**src/cstok_pkg.sv**
```systemverilog
`timescale 1ns / 1ps

package cstok_pkg;

  localparam int MaxResults = 5;
  localparam int BufDepth   = 8;
  localparam int CntW       = $clog2(BufDepth + 1);
  localparam int ResCntW    = $clog2(MaxResults + 1);

  localparam logic [7:0] CH_TAB    = 8'd9;
  localparam logic [7:0] CH_LF     = 8'd10;
  localparam logic [7:0] CH_CR     = 8'd13;
  localparam logic [7:0] CH_SPACE  = 8'd32;
  localparam logic [7:0] CH_QUOTE  = 8'h22;
  localparam logic [7:0] CH_HASH   = 8'h23;
  localparam logic [7:0] CH_DOLLAR = 8'h24;
  localparam logic [7:0] CH_STAR   = 8'h2A;
  localparam logic [7:0] CH_SLASH  = 8'h2F;

  typedef enum logic [2:0] {
    MODE_GAP    = 3'd0,
    MODE_BARE   = 3'd1,
    MODE_QUOTED = 3'd2,
    MODE_LINE   = 3'd3,
    MODE_BLOCK  = 3'd4
  } mode_t;

  typedef enum logic [1:0] {
    KIND_BYTE      = 2'd0,
    KIND_END_TOKEN = 2'd1,
    KIND_END_TEXT  = 2'd2
  } kind_t;

  typedef struct packed {
    kind_t      kind;
    logic [7:0] value;
    logic       quoted;
    logic       run_last;
  } result_t;

  typedef struct packed {
    mode_t      mode;
    logic [7:0] held_byte;
    logic [1:0] held_count;
    logic       star_seen;
  } lex_state_t;

  typedef struct packed {
    result_t [MaxResults-1:0] res;
    logic [ResCntW-1:0]       count;
  } step_out_t;

  function automatic logic is_space(input logic [7:0] b);
    return (b == CH_LF) || (b == CH_CR) || (b == CH_SPACE) || (b == CH_TAB);
  endfunction

endpackage

```
**src/comment_skipping_text_tokenizer.sv**
```systemverilog
`timescale 1ns / 1ps
// Channel  | Ports         | Contents
// ---------+---------------+------------------------------------------------
// input    | in_t*         | tdata[7:0] text byte, tlast final byte of text
// result   | out_t*        | tdata[7:0] value, tuser[1:0] kind,
//          |               | tuser[2] quoted, tlast last result of a byte
//
// One text byte is taken per clock while in_tready is high; its results
// (zero to five) are written in that cycle into an 8-entry result buffer
// that drains one per clock while out_tready is high. in_tready is high
// while the buffer holds three results or fewer, so bytes that give at most
// one result stream at full rate; the output drain sets the rate otherwise.
// Reset (rst_n low, synchronous) holds in_tready low, empties the buffer and
// returns the scanner to between tokens. A stalled output holds its result.

module comment_skipping_text_tokenizer import cstok_pkg::*; (
  input  logic       clk,
  input  logic       rst_n,
  input  logic       in_tvalid,
  output logic       in_tready,
  input  logic [7:0] in_tdata,   // [7:0] text_byte
  input  logic       in_tlast,   // is_last
  output logic       out_tvalid,
  input  logic       out_tready,
  output logic [7:0] out_tdata,  // [7:0] value
  output logic [2:0] out_tuser,  // [1:0] kind, [2] quoted
  output logic       out_tlast   // run_last
);

  lex_state_t state_r;
  lex_state_t state_nxt;
  step_out_t  step_res;
  result_t    head;
  logic       accept;
  logic       room;

  assign in_tready = room && rst_n;
  assign accept    = in_tvalid && in_tready;

  cstok_step u_step (
    .cur     (state_r),
    .byte_in (in_tdata),
    .last_in (in_tlast),
    .nxt     (state_nxt),
    .so      (step_res)
  );

  cstok_obuf u_obuf (
    .clk       (clk),
    .rst_n     (rst_n),
    .push      (accept),
    .push_data (step_res),
    .room      (room),
    .out_valid (out_tvalid),
    .out_ready (out_tready),
    .out_res   (head)
  );

  // advance scanner state only on an accepted request
  always_ff @(posedge clk) begin
    if (!rst_n) begin
      state_r <= '{MODE_GAP, 8'd0, 2'd0, 1'b0};
    end else if (accept) begin
      state_r <= state_nxt;
    end
  end

  assign out_tdata = head.value;
  assign out_tuser = {head.quoted, head.kind};
  assign out_tlast = head.run_last;

endmodule

```
**src/cstok_step.sv**
```systemverilog
`timescale 1ns / 1ps

module cstok_step import cstok_pkg::*; (
  input  lex_state_t cur,
  input  logic [7:0] byte_in,
  input  logic       last_in,
  output lex_state_t nxt,
  output step_out_t  so
);

  always_comb begin
    logic [ResCntW-1:0] n;
    n = '0;
    so = '0;
    nxt = cur;

    case (cur.mode)
      MODE_BARE: begin
        if (is_space(byte_in)) begin
          so.res[n] = '{KIND_END_TOKEN, 8'd0, 1'b0, 1'b0};
          n = n + 1'b1;
          nxt.mode = MODE_GAP;
        end else begin
          so.res[n] = '{KIND_BYTE, byte_in, 1'b0, 1'b0};
          n = n + 1'b1;
        end
      end
      MODE_QUOTED: begin
        if (byte_in == CH_QUOTE) begin
          so.res[n] = '{KIND_END_TOKEN, 8'd0, 1'b1, 1'b0};
          n = n + 1'b1;
          nxt.mode = MODE_GAP;
        end else begin
          so.res[n] = '{KIND_BYTE, byte_in, 1'b1, 1'b0};
          n = n + 1'b1;
        end
      end
      MODE_LINE: begin
        if (byte_in == CH_LF || byte_in == CH_CR) begin
          nxt.mode = MODE_GAP;
        end
      end
      MODE_BLOCK: begin
        if (cur.star_seen && byte_in == CH_SLASH) begin
          nxt.mode = MODE_GAP;
          nxt.star_seen = 1'b0;
        end else begin
          nxt.star_seen = (byte_in == CH_STAR);
        end
      end
      default: begin
        // between tokens; stray codes fall here too
        nxt.mode = MODE_GAP;
        nxt.held_count = 2'd0;
        if (cur.held_count == 2'd1) begin
          if (cur.held_byte == CH_SLASH && byte_in == CH_STAR) begin
            nxt.mode = MODE_BLOCK;
            nxt.star_seen = 1'b0;
          end else if (cur.held_byte == CH_SLASH && byte_in == CH_SLASH) begin
            nxt.held_count = 2'd2;
          end else if (cur.held_byte == CH_HASH && byte_in == CH_HASH) begin
            nxt.mode = MODE_LINE;
          end else begin
            // flush the held byte, then treat this one as inside a token
            so.res[n] = '{KIND_BYTE, cur.held_byte, 1'b0, 1'b0};
            n = n + 1'b1;
            if (is_space(byte_in)) begin
              so.res[n] = '{KIND_END_TOKEN, 8'd0, 1'b0, 1'b0};
              n = n + 1'b1;
            end else begin
              so.res[n] = '{KIND_BYTE, byte_in, 1'b0, 1'b0};
              n = n + 1'b1;
              nxt.mode = MODE_BARE;
            end
          end
        end else if (cur.held_count == 2'd2) begin
          if (byte_in == CH_DOLLAR) begin
            so.res[n] = '{KIND_BYTE, CH_SLASH, 1'b0, 1'b0};
            n = n + 1'b1;
            so.res[n] = '{KIND_BYTE, CH_SLASH, 1'b0, 1'b0};
            n = n + 1'b1;
            so.res[n] = '{KIND_BYTE, CH_DOLLAR, 1'b0, 1'b0};
            n = n + 1'b1;
            nxt.mode = MODE_BARE;
          end else if (byte_in != CH_LF && byte_in != CH_CR) begin
            nxt.mode = MODE_LINE;
          end
        end else begin
          if (is_space(byte_in)) begin
            nxt.mode = MODE_GAP;
          end else if (byte_in == CH_SLASH || byte_in == CH_HASH) begin
            nxt.held_byte = byte_in;
            nxt.held_count = 2'd1;
          end else if (byte_in == CH_QUOTE) begin
            nxt.mode = MODE_QUOTED;
          end else begin
            so.res[n] = '{KIND_BYTE, byte_in, 1'b0, 1'b0};
            n = n + 1'b1;
            nxt.mode = MODE_BARE;
          end
        end
      end
    endcase

    if (last_in) begin
      if (nxt.mode == MODE_GAP && nxt.held_count == 2'd1) begin
        so.res[n] = '{KIND_BYTE, nxt.held_byte, 1'b0, 1'b0};
        n = n + 1'b1;
        so.res[n] = '{KIND_END_TOKEN, 8'd0, 1'b0, 1'b0};
        n = n + 1'b1;
      end
      if (nxt.mode == MODE_BARE) begin
        so.res[n] = '{KIND_END_TOKEN, 8'd0, 1'b0, 1'b0};
        n = n + 1'b1;
      end else if (nxt.mode == MODE_QUOTED) begin
        so.res[n] = '{KIND_END_TOKEN, 8'd0, 1'b1, 1'b0};
        n = n + 1'b1;
      end
      so.res[n] = '{KIND_END_TEXT, 8'd0, 1'b0, 1'b0};
      n = n + 1'b1;
      nxt = '{MODE_GAP, 8'd0, 2'd0, 1'b0};
    end

    // mark the final result of this byte
    for (int i = 0; i < MaxResults; i++) begin
      so.res[i].run_last = (n != '0) && (ResCntW'(i) == n - 1'b1);
    end
    so.count = n;
  end

endmodule

```
**src/cstok_obuf.sv**
```systemverilog
`timescale 1ns / 1ps

module cstok_obuf import cstok_pkg::*; (
  input  logic      clk,
  input  logic      rst_n,
  input  logic      push,
  input  step_out_t push_data,
  output logic      room,
  output logic      out_valid,
  input  logic      out_ready,
  output result_t   out_res
);

  result_t         buf_r [BufDepth];
  result_t         buf_nxt [BufDepth];
  logic [CntW-1:0] cnt_r;
  logic [CntW-1:0] cnt_nxt;
  logic            pop;
  logic [CntW-1:0] base;

  assign out_valid = (cnt_r != '0);
  assign out_res   = buf_r[0];
  assign pop       = out_valid && out_ready;
  assign room      = (cnt_r <= CntW'(BufDepth - MaxResults));
  assign base      = cnt_r - CntW'(pop);

  always_comb begin
    logic [CntW-1:0] idx;
    for (int i = 0; i < BufDepth; i++) begin
      // shift down on pop, then append new results after the survivors
      if (pop && i < BufDepth - 1) begin
        buf_nxt[i] = buf_r[(i + 1) % BufDepth];
      end else begin
        buf_nxt[i] = buf_r[i];
      end
      idx = CntW'(i) - base;
      if (push && CntW'(i) >= base && idx < CntW'(push_data.count)) begin
        buf_nxt[i] = push_data.res[idx[ResCntW-1:0]];
      end
    end
    cnt_nxt = base + (push ? CntW'(push_data.count) : '0);
  end

  always_ff @(posedge clk) begin
    for (int i = 0; i < BufDepth; i++) begin
      buf_r[i] <= buf_nxt[i];
    end
  end

  always_ff @(posedge clk) begin
    if (!rst_n) begin
      cnt_r <= '0;
    end else begin
      cnt_r <= cnt_nxt;
    end
  end

endmodule

```
**config.mk**
```make
export PLATFORM = sky130hd
export DESIGN_NAME = comment_skipping_text_tokenizer
export DESIGN_NICKNAME = d
export VERILOG_FILES = /design/src/cstok_pkg.sv /design/src/comment_skipping_text_tokenizer.sv /design/src/cstok_step.sv /design/src/cstok_obuf.sv
export SDC_FILE = /design/constraint.sdc
export NUM_CORES = 1
export LEC_CHECK = 0
export BUFFER_PORTS_ARGS = -buffer_cell sky130_fd_sc_hd__buf_4
export CORE_MARGIN = 10
export CORE_UTILIZATION = 45
export DETAILED_ROUTE_END_ITERATION = 10
export REMOVE_ABC_BUFFERS = 1
export SLEW_MARGIN = 20
export SYNTH_ARGS = -nofsm -noshare
export SYNTH_HDL_FRONTEND = slang
export SYNTH_SLANG_ARGS = --single-unit
export TNS_END_PERCENT = 20
```
**constraint.sdc**
```tcl
create_clock -name clk -period 21.1 [get_ports clk]
set_clock_uncertainty 0.15 [all_clocks]
set_input_delay 4.22 -clock clk [delete_from_list [all_inputs] [get_ports clk]]
set_output_delay 4.22 -clock clk [all_outputs]
set_load 0.005 [all_outputs]
```
; ---- Word level (Yosys, flattened, before mapping)
; Memory sizes are Yosys's and may differ from the RTL's.
; Index checks and enable logic that the tools add are counted.
[totals]
memories = 1
out_inout_bits = 14
reg_bits = 18
rom_bits = 0
elab_cells = 249
in_bits = 13
mem_bits_rw = 96
latch_bits = 0
[memory_table]
columns = name, depth, word_bits, read_ports, rd_ports_with_merged_regs, write_ports, line_no
row1 = u_obuf.buf_r, 8, 12, 8, 0, 8, cstok_obuf.sv:14  ; result_t buf_r [BufDepth];
[op_classes]
bitwise_logic = 12
order_cmp = 33
n_addsub = 15
reduce_logical = 49
muxes = 107
eq_ne = 27
shift = 0
n_mul = 0
div = 0
[ops]
columns = op, count
row1 = 2-to-1 mux 12 bit, 31
row2 = 2-to-1 mux 60 bit, 6
row3 = binary-select mux 12 bit (select 3 bit), 8
row4 = AND 55 bit, 3
row5 = inverter 55 bit, 3
row6 = demux 12 bit (select 3 bit), 4
row7 = 2-to-1 mux 24 bit, 5
row8 = 2-to-1 mux 3 bit, 24
row9 = "== test 8 x 6 -> 1 bit, second input constant", 8
row10 = bitwise mux 60 bit, 1
row11 = AND 50 bit, 1
row12 = 2-to-1 mux 10 bit, 5
row13 = inverter 50 bit, 1
row14 = "less-than comparator 3 x 4 -> 1 bit, second input constant", 12
row15 = case mux 12 bit (3 select lines), 1
row16 = logical AND 1 bit, 34
row17 = less-than comparator 4 x 3 -> 1 bit, 8
row18 = 2-to-1 mux 32 bit, 1
row19 = "== test 8 x 4 -> 1 bit, second input constant", 3
row20 = 2-to-1 mux 11 bit, 2
row21 = 2-to-1 mux 20 bit, 1
row22 = ">= comparator 3 x 4 -> 1 bit, first input constant", 4
row23 = 2-to-1 mux 2 bit, 8
row24 = "inequality test 8 x 4 -> 1 bit, second input constant", 2
row25 = other kinds (36), 67

; ---- Logic depth before layout (Yosys ltp)
[depth]
ltp_word = 28
mapped_depth = 33
depth_no_buf = 26

; ---- By module
; A second synthesis with hierarchy kept.
[hier_totals]
hier_cells = 1214
area_unflattened_um2 = 10671.5
[by_module_without_submodules]
columns = mod, area_per_inst_um2, seq_area_each_um2, n_inst, cells_each
row1 = cstok_obuf, 7708.6, 2962.8, 1, 774
row2 = cstok_step, 2367.3, 0.0, 1, 374
row3 = comment_skipping_text_tokenizer, 595.6, 280.3, 1, 66

; ---- Least setup slack after synthesis
; OpenSTA, ideal clock, no wires.
[synth_timing]
path_kind = in2reg
from = input in_tdata[0]
to = memory u_obuf.buf_r[1][12] in the netlist's numbering, enable pin
path_slack_ns = 10.453
cell_stages = 27
arrival_ns = 10.138
t_required_ns = 20.591
n_path_buf = 5
setup_time_ns = 0.359
cell_sequence = buf_2 -> nor4_2 -> nand3_1 -> a211oi_1 -> a21oi_1 -> a211oi_1 -> buf_2 -> buf_1 -> ha_1 -> xnor2_1 -> a21oi_1 -> ha_1 -> o41ai_1 -> a21oi_1 -> o21ai_0 -> mux2_2 -> and3_1 -> buf_2 -> inv_2 -> ha_1 -> xnor2_1 -> nand2_1 -> ha_1 -> or4_1 -> a21oi_1 -> buf_2 -> nand2b_1
[synth_rtl]
columns = element, line_no
row1 = "start, declared", comment_skipping_text_tokenizer.sv:21  ; input logic [7:0] in_tdata,
row2 = "end, declared", cstok_obuf.sv:14

==> impl_results.md <==
* Initial DRC Count at 985
* # rows at 51
* Final worst-path cycle share at 52.3%
* Post-layout worst setup margin at 10.05 ns
* Routed WL per cell at 22.6 µm
* RSZ-0062 raised after global routing: no
* Clock group share of total power at 18.6%
* Setup_tns at 0 ns
* CTS tree: built
* CTS Root Buffer Type: clkbuf_16
* CTS H-tree lvls at 4
* Core ar. at 0.0197 mm²
* Post-DP Area at 0.00940 mm²
* DR vias at 8516
* Share of flip-flops with an asynchronous set or reset at 0%
* Post-synth EDFFs at 96
* Relative slew slack at 31.0%
* Largest area contributor in the netlist: edfxtp_1
* Synthesized area at 0.00911 mm²
* Initial Util at 46.2%
* Ys Warns at 0
* Area contributors post-synth: edfxtp_1 32%, nand2_1 5.4%, ha_1 4.4%
* Number of CTS-inserted buffers at 17
* Layout cells sized above 1 at 13.4%
* Seq pwr share at 27.3%
* Final Hold Viols at 0
* Data arrival, critical path at 10.94 ns
* Fin. max-slew vios at 0
* Top FF cell, synth: edfxtp_1
* Latest clock arrival within the worst-skew pair at 0.42 ns
* Non-filler cells, final at 1318
* Cell area after layout at 0.00999 mm²
* Fin nets at 1085
* # setup viols final at 0
* Leak at 3.62 nW
* CTS clk-pin slew, worst paths at 0.05 ns
* Max Clk Rate at 0.0905 GHz
* # Max-Cap Violations at 0
* ANT nets after route at 0
* Post-synthesis sequential area ratio at 35.6%
* Layout fillers at 1850
* Largest net degree at the start of global routing at 46
* CTS sink cnt at 114
* Setup WS pre-CTS at 9.77 ns
* DIE WIDTH at 162 µm
* Crit Path Max Fanout at 16
* Critical path class: input port to register
* DRT Wirelength at 29700 µm
* PwrDens at 153 mW/mm²
* Int Pwr at 0.000821 W
* # port buffers at 26
* Global Route Usage Sum at 22.2%
* GRT Residual Overflow at 0
* Post-synth top area share at 31.6%
* Post-synth cell types at 103
* Final Critical Period at 11.05 ns
* Cells after synthesis at 1059
* Io pins at 27
* Required @ worst endpoint at 21.00 ns
* Layout Area Growth over Synthesis at 9.63%
* DRC errors left at 0
* CTS max path bufs at 2
* Drt pass-1 iters at 8
* Status: finished clean
* Syn avg cell area at 8.60 µm²
* Worst Hold Class: register to register
* Startpoint Class: input port
* Post-CTS setup repair buffer count at 0
* Net Switching at 0.000704 W
* Resize count post-CTS at 0
* GPL Wtd Cong at 0.951
* Via-to-Cell Ratio at 6.46
* Area of the die at 0.0263 mm²
* VDD IR max at 0.118 mV
* First-pass GRT wire length at 46000 µm
* # placed instances at 1285
* Dpl hpwl at 22100 µm
* Critical Path End Type: register
* Die Y at 162 µm
* Comb pwr share at 54.1%
* Vias in the first global route at 7874
* Worst reg2reg setup slack at 13.36 ns
* Initial antenna violation count at 0
* Cts hold-fix bufs at 0
* Switching share of total power at 46.2%
* Post-synthesis register bit count at 114
* Slew of the pin with the lowest slew margin at 1.02 ns
-- cells in the mapped netlist (all sizes together), types with 7 or more instances --
| cell | count |
|---|---|
| nor2b | 19 |
| a21o | 12 |
| a211oi | 11 |
| xnor2 | 21 |
| nand3 | 30 |
| a22oi | 12 |
| nor4 | 9 |
| nand2b | 14 |
| edfxtp | 96 |
| inv | 32 |
| o31ai | 14 |
| ha | 32 |
| a31oi | 11 |
| a2111oi | 7 |
| nor3 | 49 |
| nand4 | 15 |
| mux2i | 10 |
| a31o | 8 |
| and2 | 25 |
| o21a | 16 |
| and3 | 11 |
| a21boi | 9 |
| mux2 | 12 |
| o21ai | 85 |
| buf | 37 |
| clkbuf | 45 |
| a21oi | 70 |
| nand2 | 131 |
| nor2 | 78 |
| dfxtp | 18 |
| o22ai | 16 |
-- metrics by stage --
step,total power (W),utilization [%],hold WS (ns)
5_1_grt,0.00162,50.7,0.336
6_report,0.00153,50.7,0.324
3_5_place_dp,0.00122,47.7,0.319
4_1_cts,0.00151,50.7,0.327
3_3_place_gp,0.00122,47.7,0.311
2_1_floorplan,0.000934,-,0.281
-- cell usage in the layout (no fill, tap or decap), types with 18 or more instances in the layout --
master    instances
a21oi_1          67
and2_1           23
buf_4            43
dfxtp_1          18
edfxtp_1         96
ha_1             32
inv_1            27
nand2_1         130
nand3_1          30
nor2_1           76
nor2b_1          19
nor3_1           46
o21ai_0          80
xnor2_1          19
-- cell families after synthesis --
logic type | Yosys count | share of synthesized area, %
AOI/OAI and AO/OA | 334 | 25.4
xor gates and xnor gates | 27 | 2.97
adders and majority gates | 37 | 5.08
buffers and inverters | 116 | 5.60
DFF | 114 | 35.6
muxes | 22 | 2.62
and+or+nand+nor | 409 | 22.7
-- power by group through the flow --
| stage | clock network, W | logic [W] | registers, W |
|---|---|---|---|
| after global placement | 0 | 0.000804 | 0.000417 |
| after global routing | 0.000299 | 0.000903 | 0.000423 |
| after CTS | 0.000287 | 0.000808 | 0.000415 |
| final | 0.000284 | 0.000825 | 0.000416 |
| after detailed placement | 0 | 0.000802 | 0.000419 |
| after floorplan | 0 | 0.000527 | 0.000407 |
-- state kept, by name (all words and copies together) (netlist names) --
register	count
u_obuf.cnt_r	4
u_obuf.buf_r	96
state_r	14
-- layer usage --
| metal | wire [µm] | track usage, % | up-vias |
|---|---|---|---|
| met2 | 13400 | 34.2 | 406 |
| met3 | 2380 | 4.93 | 35 |
| met5 | 0 | 0 | - |
| li1 | - | - | 3926 |
| met1 | 13500 | 30.7 | 4149 |
| met4 | 415 | 6.20 | 0 |
-- area by class of cell --
class / instances / area [µm²] / area share (%)
flip-flops and latches: 114 / 3240 / 32.5
clock buffers: 18 / 429 / 4.30
well taps: 265 / 332 / 3.32
inverters: 34 / 128 / 1.28
multi-input cells: 829 / 5380 / 53.8
diodes: 1 / 2.50 / 0.0251
clock inverters: 14 / 156 / 1.57
repair buffers: 43 / 323 / 3.23
-- worst paths after layout --
check,depth (start not counted),from,to
worst max-delay path,24,in_tdata[7],u_obuf.buf_r[1][35]
worst min-delay path,2,state_r[7],state_r[7]
worst max register to register,23,state_r[13],u_obuf.buf_r[1][35]
worst min register to register,2,state_r[7],state_r[7]
-- critical path, stage by stage --
cell and delay, ns:
buf_4 0.14, nor4b_4 0.58, nand4b_1 0.26, o32a_1 0.36, o21a_2 0.16, a211oi_2 0.66, and2_1 0.38, a21oi_1 0.11
ha_1 0.39, o41ai_1 0.12, a21oi_1 0.13, o21ai_0 0.10, mux2_2 0.29, and3_1 0.21, inv_2 0.11, ha_1 0.23
xnor2_1 0.24, nand2_1 0.38, ha_1 0.42, a21oi_1 0.13, nand2_1 0.06, nor3_1 0.27, nand2_1 0.41, nand2_1 0.55
Note: power is estimated with default switching activity, not from simulation.
